### src/sv/irbd_pkg.sv
// Package: types, constants and table functions of the IR ring ball direction unit
`timescale 1ns / 1ps
`default_nettype none
package irbd_pkg;

    localparam int SENSORS_DEF  = 16;
    localparam int RAW_W        = 16;
    localparam int RUN_W        = 5;
    localparam int START_W      = 4;
    localparam int ANGLE_W      = 12;
    localparam int CFG_W        = 8;
    localparam int CFG_IDX_W    = 2;
    localparam int STEP_W       = 5;
    localparam int CORDIC_STEPS = 24;
    localparam int VEC_W        = 40;
    localparam int PROD_W       = 44;
    localparam int TENTHS_TURN  = 3600;

    localparam logic [CFG_IDX_W-1:0] CFG_CEILING   = 2'd0;
    localparam logic [CFG_IDX_W-1:0] CFG_MISSES    = 2'd1;
    localparam logic [CFG_IDX_W-1:0] CFG_THRESHOLD = 2'd2;

    localparam logic [CFG_W-1:0] CEILING_RST   = 8'd5;
    localparam logic [CFG_W-1:0] MISSES_RST    = 8'd3;
    localparam logic [CFG_W-1:0] THRESHOLD_RST = 8'd2;

    localparam logic signed [63:0] CORDIC_START = 64'sd652032874;

    localparam logic [31:0] ATAN_TURN [CORDIC_STEPS] = '{
        32'd536870912, 32'd316933406, 32'd167458907, 32'd85004756, 32'd42667331,
        32'd21354465, 32'd10679838, 32'd5340245, 32'd2670163, 32'd1335087,
        32'd667544, 32'd333772, 32'd166886, 32'd83443, 32'd41722, 32'd20861,
        32'd10430, 32'd5215, 32'd2608, 32'd1304, 32'd652, 32'd326, 32'd163, 32'd81
    };

    typedef struct packed {
        logic              upd;
        logic              scan;
        logic              prep;
        logic              sum;
        logic              vinit;
        logic              vec;
        logic              mul;
        logic              fin;
        logic [STEP_W-1:0] k;
    } t_cmd;

    typedef struct packed {
        logic [RUN_W-1:0] best_len;
        logic [RUN_W-1:0] run_len;
    } t_stat;

    function automatic logic signed [15:0] to_q15(input logic signed [63:0] v);
        logic signed [63:0] r;
        r = (v + 64'sd16384) >>> 15;
        if (r > 64'sd32767) begin
            r = 64'sd32767;
        end else if (r < -64'sd32768) begin
            r = -64'sd32768;
        end
        return r[15:0];
    endfunction

    // {cos, sin} in Q1.15 of a binary angle, full turn = 2^32
    function automatic logic [31:0] unit_vector(input logic [31:0] ang);
        logic [1:0]         quad;
        logic signed [63:0] x;
        logic signed [63:0] y;
        logic signed [63:0] z;
        logic signed [63:0] dx;
        logic signed [63:0] dy;
        logic signed [15:0] c;
        logic signed [15:0] s;
        quad = ang[31:30];
        z    = {34'd0, ang[29:0]};
        x    = CORDIC_START;
        y    = '0;
        for (int i = 0; i < CORDIC_STEPS; i++) begin
            dx = y >>> i;
            dy = x >>> i;
            if (z >= 0) begin
                x = x - dx;
                y = y + dy;
                z = z - $signed({32'd0, ATAN_TURN[i]});
            end else begin
                x = x + dx;
                y = y - dy;
                z = z + $signed({32'd0, ATAN_TURN[i]});
            end
        end
        case (quad)
            2'd0: begin
                c = to_q15(x);
                s = to_q15(y);
            end
            2'd1: begin
                c = to_q15(-y);
                s = to_q15(x);
            end
            2'd2: begin
                c = to_q15(-x);
                s = to_q15(-y);
            end
            default: begin
                c = to_q15(y);
                s = to_q15(-x);
            end
        endcase
        return {c, s};
    endfunction

endpackage
`default_nettype wire

### src/sv/irbd_ctrl.sv
// Controller: sequences debounce, run search, vector sum, atan2 and result hand-off
`timescale 1ns / 1ps
`default_nettype none
module irbd_ctrl #(
    parameter int SENSORS = irbd_pkg::SENSORS_DEF
) (
    input  wire logic          i_clk,
    input  wire logic          i_rst_n,
    input  wire logic          i_valid,
    output logic               o_stall,
    output logic               o_valid,
    input  wire logic          i_stall,
    input  wire irbd_pkg::t_stat i_stat,
    output irbd_pkg::t_cmd     o_cmd
);

    typedef enum logic [7:0] {
        S_IDLE  = 8'b0000_0001,
        S_SCAN  = 8'b0000_0010,
        S_PREP  = 8'b0000_0100,
        S_SUM   = 8'b0000_1000,
        S_VINIT = 8'b0001_0000,
        S_VEC   = 8'b0010_0000,
        S_MUL   = 8'b0100_0000,
        S_FIN   = 8'b1000_0000
    } t_state;

    localparam logic [irbd_pkg::STEP_W-1:0] SCAN_LAST = irbd_pkg::STEP_W'(2 * SENSORS - 1);
    localparam logic [irbd_pkg::STEP_W-1:0] VEC_LAST  =
        irbd_pkg::STEP_W'(irbd_pkg::CORDIC_STEPS - 1);

    t_state                      r_state, n_state;
    logic [irbd_pkg::STEP_W-1:0] r_cnt, n_cnt;
    logic                        r_out_valid, n_out_valid;
    logic                        w_accept;
    logic                        w_out_free;

    assign o_stall    = (r_state != S_IDLE);
    assign o_valid    = r_out_valid;
    assign w_accept   = i_valid && (r_state == S_IDLE);
    assign w_out_free = !r_out_valid || !i_stall;

    always_comb begin
        n_state     = r_state;
        n_cnt       = r_cnt;
        n_out_valid = r_out_valid && i_stall;
        o_cmd       = '0;
        o_cmd.k     = r_cnt;
        case (r_state)
            S_IDLE: begin
                if (w_accept) begin
                    o_cmd.upd = 1'b1;
                    n_cnt     = '0;
                    n_state   = S_SCAN;
                end
            end
            S_SCAN: begin
                o_cmd.scan = 1'b1;
                n_cnt      = r_cnt + 1'b1;
                if (r_cnt == SCAN_LAST) begin
                    n_state = S_PREP;
                end
            end
            S_PREP: begin
                o_cmd.prep = 1'b1;
                n_cnt      = '0;
                n_state    = (i_stat.best_len == '0) ? S_FIN : S_SUM;
            end
            S_SUM: begin
                o_cmd.sum = 1'b1;
                n_cnt     = r_cnt + 1'b1;
                if (r_cnt == i_stat.run_len - 1'b1) begin
                    n_state = S_VINIT;
                end
            end
            S_VINIT: begin
                o_cmd.vinit = 1'b1;
                n_cnt       = '0;
                n_state     = S_VEC;
            end
            S_VEC: begin
                o_cmd.vec = 1'b1;
                n_cnt     = r_cnt + 1'b1;
                if (r_cnt == VEC_LAST) begin
                    n_state = S_MUL;
                end
            end
            S_MUL: begin
                o_cmd.mul = 1'b1;
                n_state   = S_FIN;
            end
            S_FIN: begin
                if (w_out_free) begin
                    o_cmd.fin   = 1'b1;
                    n_out_valid = 1'b1;
                    n_state     = S_IDLE;
                end
            end
            default: begin
                n_state = S_IDLE;
            end
        endcase
    end

    always_ff @(posedge i_clk) begin
        if (!i_rst_n) begin
            r_state     <= S_IDLE;
            r_cnt       <= '0;
            r_out_valid <= 1'b0;
        end else begin
            r_state     <= n_state;
            r_cnt       <= n_cnt;
            r_out_valid <= n_out_valid;
        end
    end

endmodule
`default_nettype wire

### src/sv/irbd_datapath.sv
// Datapath: sensor counters, run search, vector sum, CORDIC atan2 and result registers
`timescale 1ns / 1ps
`default_nettype none
module irbd_datapath #(
    parameter int SENSORS = irbd_pkg::SENSORS_DEF
) (
    input  wire logic                             i_clk,
    input  wire logic                             i_rst_n,
    input  wire irbd_pkg::t_cmd                   i_cmd,
    output irbd_pkg::t_stat                       o_stat,
    input  wire logic                             i_cfg_we,
    input  wire logic [irbd_pkg::CFG_IDX_W-1:0]   i_cfg_index,
    input  wire logic [irbd_pkg::CFG_W-1:0]       i_cfg_data,
    input  wire logic [irbd_pkg::RAW_W-1:0]       i_raw_hits,
    output logic [irbd_pkg::RAW_W-1:0]            o_filtered_bitmap,
    output logic [irbd_pkg::RUN_W-1:0]            o_active_count,
    output logic [irbd_pkg::START_W-1:0]          o_run_start,
    output logic [irbd_pkg::RUN_W-1:0]            o_run_length,
    output logic                                  o_ball_seen,
    output logic [irbd_pkg::ANGLE_W-1:0]          o_angle_tenths
);

    localparam int IW  = $clog2(SENSORS);
    localparam int CLW = $clog2(2 * SENSORS + 1);
    localparam int NW  = $clog2(SENSORS + 1);
    localparam int SW  = 17 + IW;
    localparam int VW  = irbd_pkg::VEC_W;
    localparam int CW  = irbd_pkg::CFG_W;

    logic signed [15:0] w_cos [SENSORS];
    logic signed [15:0] w_sin [SENSORS];

    for (genvar g = 0; g < SENSORS; g++) begin : g_tab
        localparam logic [31:0] ANG = 32'(((64'(g) << 32) + 64'(SENSORS / 2)) / SENSORS);
        localparam logic [31:0] CS  = irbd_pkg::unit_vector(ANG);
        assign w_cos[g] = CS[31:16];
        assign w_sin[g] = CS[15:0];
    end

    logic [CW-1:0]        r_ceiling, r_misses, r_threshold;
    logic [CW-1:0]        r_conf   [SENSORS];
    logic [CW-1:0]        r_streak [SENSORS];
    logic [CW-1:0]        n_conf   [SENSORS];
    logic [CW-1:0]        n_streak [SENSORS];
    logic [SENSORS-1:0]   r_filt, n_filt;
    logic [NW-1:0]        r_count;
    logic [CLW-1:0]       r_cur_len, r_best_len, w_cur_inc;
    logic [IW-1:0]        r_cur_start, r_best_start, w_idx;
    logic [irbd_pkg::STEP_W-1:0] w_idx_full;
    logic                 w_bit;
    logic [irbd_pkg::RUN_W-1:0] r_run_len;
    logic [IW-1:0]        r_idx;
    logic signed [SW-1:0] r_sx, r_sy;
    logic signed [VW-1:0] r_x, r_y, w_x0, w_y0, w_dx, w_dy;
    logic [31:0]          r_z, w_atan;
    logic [irbd_pkg::PROD_W-1:0] r_prod;
    logic [irbd_pkg::ANGLE_W-1:0] w_tenths;

    always_ff @(posedge i_clk) begin
        if (!i_rst_n) begin
            r_ceiling   <= irbd_pkg::CEILING_RST;
            r_misses    <= irbd_pkg::MISSES_RST;
            r_threshold <= irbd_pkg::THRESHOLD_RST;
        end else if (i_cfg_we) begin
            case (i_cfg_index)
                irbd_pkg::CFG_CEILING:   r_ceiling   <= i_cfg_data;
                irbd_pkg::CFG_MISSES:    r_misses    <= i_cfg_data;
                irbd_pkg::CFG_THRESHOLD: r_threshold <= i_cfg_data;
                default: begin
                end
            endcase
        end
    end

    always_comb begin
        for (int g = 0; g < SENSORS; g++) begin
            n_conf[g]   = r_conf[g];
            n_streak[g] = r_streak[g] + 1'b1;
            if (i_raw_hits[g]) begin
                n_streak[g] = '0;
                if (r_conf[g] < r_ceiling) begin
                    n_conf[g] = r_conf[g] + 1'b1;
                end
            end else if (n_streak[g] >= r_misses) begin
                n_streak[g] = '0;
                if (r_conf[g] != '0) begin
                    n_conf[g] = r_conf[g] - 1'b1;
                end
            end
            n_filt[g] = (n_conf[g] >= r_threshold);
        end
    end

    always_ff @(posedge i_clk) begin
        if (!i_rst_n) begin
            for (int g = 0; g < SENSORS; g++) begin
                r_conf[g]   <= '0;
                r_streak[g] <= '0;
            end
        end else if (i_cmd.upd) begin
            for (int g = 0; g < SENSORS; g++) begin
                r_conf[g]   <= n_conf[g];
                r_streak[g] <= n_streak[g];
            end
        end
    end

    assign w_idx_full = (i_cmd.k < irbd_pkg::STEP_W'(SENSORS)) ?
                        i_cmd.k : i_cmd.k - irbd_pkg::STEP_W'(SENSORS);
    assign w_idx      = w_idx_full[IW-1:0];
    assign w_bit      = r_filt[w_idx];
    assign w_cur_inc  = r_cur_len + 1'b1;

    assign w_x0   = VW'(r_sx) <<< 12;
    assign w_y0   = VW'(r_sy) <<< 12;
    assign w_dx   = r_y >>> i_cmd.k;
    assign w_dy   = r_x >>> i_cmd.k;
    assign w_atan = irbd_pkg::ATAN_TURN[i_cmd.k];

    assign w_tenths = r_prod[irbd_pkg::PROD_W-1:32];

    always_ff @(posedge i_clk) begin
        if (i_cmd.upd) begin
            r_filt       <= n_filt;
            r_count      <= '0;
            r_cur_len    <= '0;
            r_best_len   <= '0;
            r_cur_start  <= '0;
            r_best_start <= '0;
        end
        if (i_cmd.scan) begin
            if (w_bit) begin
                if (r_cur_len == '0) begin
                    r_cur_start <= w_idx;
                end
                r_cur_len <= w_cur_inc;
                if (w_cur_inc > r_best_len) begin
                    r_best_len   <= w_cur_inc;
                    r_best_start <= (r_cur_len == '0) ? w_idx : r_cur_start;
                end
                if (i_cmd.k < irbd_pkg::STEP_W'(SENSORS)) begin
                    r_count <= r_count + 1'b1;
                end
            end else begin
                r_cur_len <= '0;
            end
        end
        if (i_cmd.prep) begin
            r_run_len <= (r_best_len > CLW'(SENSORS)) ?
                         irbd_pkg::RUN_W'(SENSORS) : irbd_pkg::RUN_W'(r_best_len);
            r_idx     <= r_best_start;
            r_sx      <= '0;
            r_sy      <= '0;
        end
        if (i_cmd.sum) begin
            r_sx  <= r_sx + SW'(w_cos[r_idx]);
            r_sy  <= r_sy + SW'(w_sin[r_idx]);
            r_idx <= (r_idx == IW'(SENSORS - 1)) ? '0 : r_idx + 1'b1;
        end
        if (i_cmd.vinit) begin
            if (r_sx < 0) begin
                r_x <= -w_x0;
                r_y <= -w_y0;
                r_z <= 32'h8000_0000;
            end else begin
                r_x <= w_x0;
                r_y <= w_y0;
                r_z <= '0;
            end
        end
        if (i_cmd.vec) begin
            if (r_y < 0) begin
                r_x <= r_x - w_dx;
                r_y <= r_y + w_dy;
                r_z <= r_z - w_atan;
            end else begin
                r_x <= r_x + w_dx;
                r_y <= r_y - w_dy;
                r_z <= r_z + w_atan;
            end
        end
        if (i_cmd.mul) begin
            r_prod <= irbd_pkg::PROD_W'(r_z) * irbd_pkg::PROD_W'(irbd_pkg::TENTHS_TURN)
                      + irbd_pkg::PROD_W'(33'h1_0000_0000 >> 1);
        end
        if (i_cmd.fin) begin
            o_filtered_bitmap <= irbd_pkg::RAW_W'(r_filt);
            o_active_count    <= irbd_pkg::RUN_W'(r_count);
            o_run_start       <= (r_best_len == '0) ? '0 : irbd_pkg::START_W'(r_best_start);
            o_run_length      <= (r_best_len == '0) ? '0 : r_run_len;
            o_ball_seen       <= (r_best_len != '0);
            if ((r_best_len == '0) || ((r_sx == '0) && (r_sy == '0)) ||
                (w_tenths >= irbd_pkg::ANGLE_W'(irbd_pkg::TENTHS_TURN))) begin
                o_angle_tenths <= '0;
            end else begin
                o_angle_tenths <= w_tenths;
            end
        end
    end

    assign o_stat.best_len = (r_best_len > CLW'(SENSORS)) ?
                             irbd_pkg::RUN_W'(SENSORS) : irbd_pkg::RUN_W'(r_best_len);
    assign o_stat.run_len  = r_run_len;

endmodule
`default_nettype wire

### src/sv/ir_ring_ball_direction_unit.sv
// Top level of the IR ring ball direction unit
// One raw scan item is taken when the block is idle. Its result item follows the
// circular run search, the vector sum and atan2, or follows the run search
// directly when no sensor is filtered active. The one-sensor-per-cycle circular
// run search, one table read per cycle for the vector sum and the 24 iterations
// of the iterative CORDIC atan2 unit make up this work. An item holds the block
// from the idle cycle that takes it until its result is handed to the output
// register. The result waits in an output register, so the next scan is taken
// while it is still stalled. Configuration writes are always ready; write them
// only while idle. Sensor counters clear at reset, registers take their reset values.
`timescale 1ns / 1ps
`default_nettype none
module ir_ring_ball_direction_unit #(
    parameter int SENSORS = irbd_pkg::SENSORS_DEF
) (
    input  wire logic                           i_clk,
    input  wire logic                           i_rst_n,
    input  wire logic                           i_valid,
    output logic                                o_stall,
    input  wire logic [irbd_pkg::RAW_W-1:0]     i_raw_hits,
    output logic                                o_valid,
    input  wire logic                           i_stall,
    output logic [irbd_pkg::RAW_W-1:0]          o_filtered_bitmap,
    output logic [irbd_pkg::RUN_W-1:0]          o_active_count,
    output logic [irbd_pkg::START_W-1:0]        o_run_start,
    output logic [irbd_pkg::RUN_W-1:0]          o_run_length,
    output logic                                o_ball_seen,
    output logic [irbd_pkg::ANGLE_W-1:0]        o_angle_tenths,
    input  wire logic                           i_cfg_valid,
    output logic                                o_cfg_ready,
    input  wire logic [irbd_pkg::CFG_IDX_W-1:0] i_cfg_index,
    input  wire logic [irbd_pkg::CFG_W-1:0]     i_cfg_data
);

    irbd_pkg::t_cmd  w_cmd;
    irbd_pkg::t_stat w_stat;

    assign o_cfg_ready = 1'b1;

    irbd_ctrl #(
        .SENSORS (SENSORS)
    ) u_ctrl (
        .i_clk   (i_clk),
        .i_rst_n (i_rst_n),
        .i_valid (i_valid),
        .o_stall (o_stall),
        .o_valid (o_valid),
        .i_stall (i_stall),
        .i_stat  (w_stat),
        .o_cmd   (w_cmd)
    );

    irbd_datapath #(
        .SENSORS (SENSORS)
    ) u_dp (
        .i_clk             (i_clk),
        .i_rst_n           (i_rst_n),
        .i_cmd             (w_cmd),
        .o_stat            (w_stat),
        .i_cfg_we          (i_cfg_valid),
        .i_cfg_index       (i_cfg_index),
        .i_cfg_data        (i_cfg_data),
        .i_raw_hits        (i_raw_hits),
        .o_filtered_bitmap (o_filtered_bitmap),
        .o_active_count    (o_active_count),
        .o_run_start       (o_run_start),
        .o_run_length      (o_run_length),
        .o_ball_seen       (o_ball_seen),
        .o_angle_tenths    (o_angle_tenths)
    );

endmodule
`default_nettype wire

### config.mk
export PLATFORM = sky130hd
export DESIGN_NAME = ir_ring_ball_direction_unit
export DESIGN_NICKNAME = d
export VERILOG_FILES = /design/src/sv/irbd_pkg.sv /design/src/sv/irbd_ctrl.sv /design/src/sv/irbd_datapath.sv /design/src/sv/ir_ring_ball_direction_unit.sv
export SDC_FILE = /design/constraint.sdc
export NUM_CORES = 2
export LEC_CHECK = 0
export BUFFER_PORTS_ARGS = -buffer_cell sky130_fd_sc_hd__buf_2
export CORE_UTILIZATION = 35
export DETAILED_ROUTE_END_ITERATION = 6
export PLACE_DENSITY = 0.59
export RECOVER_POWER = 25
export SETUP_SLACK_MARGIN = 0.15
export SKIP_CTS_REPAIR_TIMING = 1
export SLEW_MARGIN = 15
export SYNTH_ARGS = -nofsm -noshare
export SYNTH_HDL_FRONTEND = slang
export SYNTH_SLANG_ARGS = --single-unit
export TNS_END_PERCENT = 30
### constraint.sdc
create_clock -name i_clk -period 21.4 [get_ports i_clk]
set_input_delay 3.21 -clock i_clk [delete_from_list [all_inputs] [get_ports i_clk]]
set_output_delay 3.21 -clock i_clk [all_outputs]
set_load 0.01 [all_outputs]
==> impl_metrics.yaml <==
logic_synthesis:
  synth-seq-cells: 553
  ys_top_cells_by_area: "edfxtp_1 26%, ha_1 16%, mux4_2 4.5%"
  synth_top_area_share: 0.261
  synth_common_cells: "722 x ha_1, 511 x nor2_1, 496 x edfxtp_1"
  synth_enable_flop_cells: 496
  netlist_area_sq_mm: 0.0571
  syn_nets: 6927
  yosysMostFrequentCell: "ha_1"
  synthArstFlopShare: 0
  yosysUniqueCellTypes: 100
  synthCells: 6114
  yosysSeqAreaShare: 0.281
  syn_area_per_cell_sq_um: 9.35
  ys.flop_type: "edfxtp_1"
  yosysTopAreaCell: "edfxtp_1"
  yosysWarnings: 0
sta:
  fin_tns_setup_ns: 0
  finalWorstSetupSlack_ns: 10.37
  slew_headroom: -1.90
  final_hold_viol_count: 0
  fin_crit_ns: 11.03
  finalSetupViolCount: 0
  fmax_mhz: 90.7
  drv_slew: 399
  tightest_slew_ns: 4.35
  post-route-period-util: 0.515
  rsz0062_at_grt: "false"
  skew_ns: 0.0562
setup_path:
  crit_required_ns: 21.80
  rrSetupSlack_ns: 10.37
  critPathMaxFanout: 61
  cp-end-kind: "flop"
  timing.rr.start: "u_ctrl.r_cnt[1]$_SDFFE_PN0P_"
  path_class: "reg -> reg"
  startpoint_type: "flop"
  reg2reg_depth: 24
  reg2reg_to: "u_dp.r_y[37]$_DFFE_PP_"
  crit_arrival_ns: 11.43
power:
  p_leak_nw: 25.5
  power.internal_w: 0.00309
  seq_power_share: 0.320
  clkPwrFrac: 0.269
  combPwrFrac: 0.410
  switchingPower_w: 0.00195
  swShare: 0.387
  powerDensity_mw_per_mm2: 81.0
  ir_worst_vdd_v: 0.0000623
floorplanning:
  die-area_sq_mm: 0.165
  design.core.area_sq_mm: 0.161
  start_util: 0.354
  rows: 147
  die_h_microns: 406
  die_w_microns: 406
  io_pins: 77
grt:
  grt_max_degree: 164
  overflow: 0
  grt_pass1_vias: 44500
  antenna_found_initial: 12
  gr-usage-all-layers: 0.204
  grt_pass1_wl_mm: 263
final_layout:
  nNetsFinal: 6889
  drive_above_1_share: 0.0766
  fill_cells: 15900
  area_growth_pct: 8.95
routing:
  drcViolationCount: 0
  drtIter0Drc: 4287
  wl_per_cell_microns: 20.6
  via_per_inst: 5.64
  drt_first_pass_iters: 6
  via_count: 46900
  wl_mm: 171
  final_antenna_net_count: 0
placement:
  gp_congestion: 1.04
  post-dp-hpwl_mm: 123
  portBuffers: 75
  dp_slack_ns: 13.50
clock_network:
  h-tree-depth: 3
  root_buffer: "clkbuf_16"
  numCtsBuffers: 77
  ctsLongestPathBuffers: 3
  cts_tree: "done"
  clk_pin_slew_ns: 0.07
  insertion_delay_ns: 0.71
  cts_sinks: 553
job:
  max_cap_viol_count: 9
run_status:
  violations: "max-capacitance violations, max-slew violations"
  status: "finished, violations left"
worst_hold_path:
  min_to: "u_dp.o_active_count[4]$_DFFE_PP_"
  min-delay-path-class: "reg -> reg"
  min-delay-start: "u_dp.r_count[4]$_DFF_P_"
  hold_depth: 0
[layout by cell type (no fill, tap or decap), types with 53 or more instances in the layout]
cell / synthesis / final
nor2b_1: 196 / 196
and2_1: 103 / 92
a31oi_1: 55 / 54
clkbuf_16: 0 / 79
a21oi_1: 359 / 359
mux4_2: 115 / 115
inv_1: 257 / 254
nand4_1: 53 / 53
xor2_1: 226 / 226
nor2_1: 511 / 511
a21o_1: 295 / 295
a211oi_1: 80 / 80
ha_1: 722 / 722
buf_2: 27 / 72
nand2_1: 433 / 431
edfxtp_1: 496 / 496
nand3_1: 169 / 169
o21ai_0: 255 / 254
mux2i_1: 187 / 187
xnor2_1: 282 / 282
nor3_1: 111 / 111
nand2b_1: 129 / 129
fa_1: 60 / 60
buf_4: 9 / 58
and3_1: 106 / 106
[sequential cells by signal, summed over array words and instances (netlist names), 6 cells and up]
name and cells:
u_dp.r_conf 128, u_dp.r_filt 16, u_dp.r_prod 12, u_dp.r_ceiling 8, u_dp.r_x 40, u_dp.r_threshold 8, u_dp.r_cur_len 6, u_dp.r_sy 21
u_ctrl.r_state 8, u_dp.r_sx 21, u_dp.r_streak 128, u_dp.r_misses 8, u_dp.r_z 32, u_dp.r_y 40, u_dp.o_angle_tenths 12, u_dp.o_filtered_bitmap 16
u_dp.r_best_len 6
[worst max-delay path, stage by stage, from the launching register on]
cell and delay (ns):
dfxtp_1 1.50, clkbuf_1 2.81, inv_1 0.86, mux2_2 0.57
mux2_4 0.30, a211o_1 0.35, nor3_1 0.36, nand3_1 0.16
nor4_2 0.54, and4_1 0.39, a31oi_1 0.11, xor2_1 0.19
ha_1 0.37, a21o_1 0.21, a21o_1 0.17, a21oi_1 0.21
nand2_1 0.08, a211oi_1 0.29, o21ai_0 0.15, a31oi_1 0.26
o21ai_0 0.20, a21o_1 0.22, a21oi_1 0.18, xor2_1 0.15
o21ai_0 0.08
[cell families (layout without fill, tap and decap cells)]
family                   count (synthesis)  in the layout  synth area share
flip-flops                             553            553             0.281
buffers and inverters                  520            545            0.0374
AND/OR/NAND/NOR                       2022           2022             0.179
other                                    1              8         0.0000656
adder cells (fa/ha/maj)                782            782             0.179
multiplexers                           350            350            0.0882
AO/OA/AOI/OAI                         1378           1378             0.158
XOR/XNOR                               508            508            0.0779
[metrics by stage]
stage / power, W / instances / hold slack, ns / utilization / instance area (sq um)
after floorplan: 0.00318 / 6114 / 0.421 / - / 57100
after global placement: 0.00363 / 8157 / 0.455 / 0.370 / 59600
after detailed placement: 0.00367 / 8157 / 0.442 / 0.370 / 59600
after CTS: 0.00507 / 8299 / 0.469 / 0.386 / 62300
after global routing: 0.00540 / 8299 / 0.492 / 0.386 / 62200
final: 0.00504 / 8306 / 0.468 / 0.386 / 62300
[per-layer routing]
metal,vias to the layer above,global-route usage,share of wire
li1,22500,-,-
met2,1604,0.310,0.43
met1,22500,0.286,0.46
met5,-,0,0.00033
met4,10,0.0712,0.034
met3,312,0.0425,0.079
[layout make-up]
class                      count  area, sq um  area share
antenna                        7         17.5    0.000281
clock buffer                  94         2060      0.0331
tap                         2160         2700      0.0434
multi-input combinational   5041        39000       0.626
sequential                   553        16100       0.258
timing repair buffer         143          861      0.0138
clock inverter                48          586     0.00941
inverter                     260          976      0.0157
[power by group through the flow]
stage | Combinational (W) | Clock, W | Sequential, W
6_report | 0.00207 | 0.00136 | 0.00162
5_1_grt | 0.00234 | 0.00143 | 0.00164
4_1_cts | 0.00207 | 0.00140 | 0.00161
3_5_place_dp | 0.00205 | 0 | 0.00163
3_3_place_gp | 0.00200 | 0 | 0.00162
2_1_floorplan | 0.00163 | 0 | 0.00155
[worst max path at each step]
stage                                      start                              end  slack [ns]  cells after the start
finish              u_ctrl.r_cnt[1]$_SDFFE_PN0P_           u_dp.r_y[37]$_DFFE_PP_       10.37                     24
global route        u_ctrl.r_cnt[1]$_SDFFE_PN0P_           u_dp.r_y[37]$_DFFE_PP_        9.49                     24
CTS                 u_ctrl.r_cnt[0]$_SDFFE_PN0P_           u_dp.r_y[37]$_DFFE_PP_       13.52                     25
detailed placement  u_ctrl.r_cnt[0]$_SDFFE_PN0P_           u_dp.r_y[37]$_DFFE_PP_       13.50                     25
global placement    u_ctrl.r_cnt[0]$_SDFFE_PN0P_       u_dp.r_z[30]$_SDFFCE_PN0P_       13.59                     26
floorplan                                i_rst_n  u_dp.r_conf[0][0]$_SDFFCE_PN0P_       11.28                      4
(Power assumes the default switching activity.)
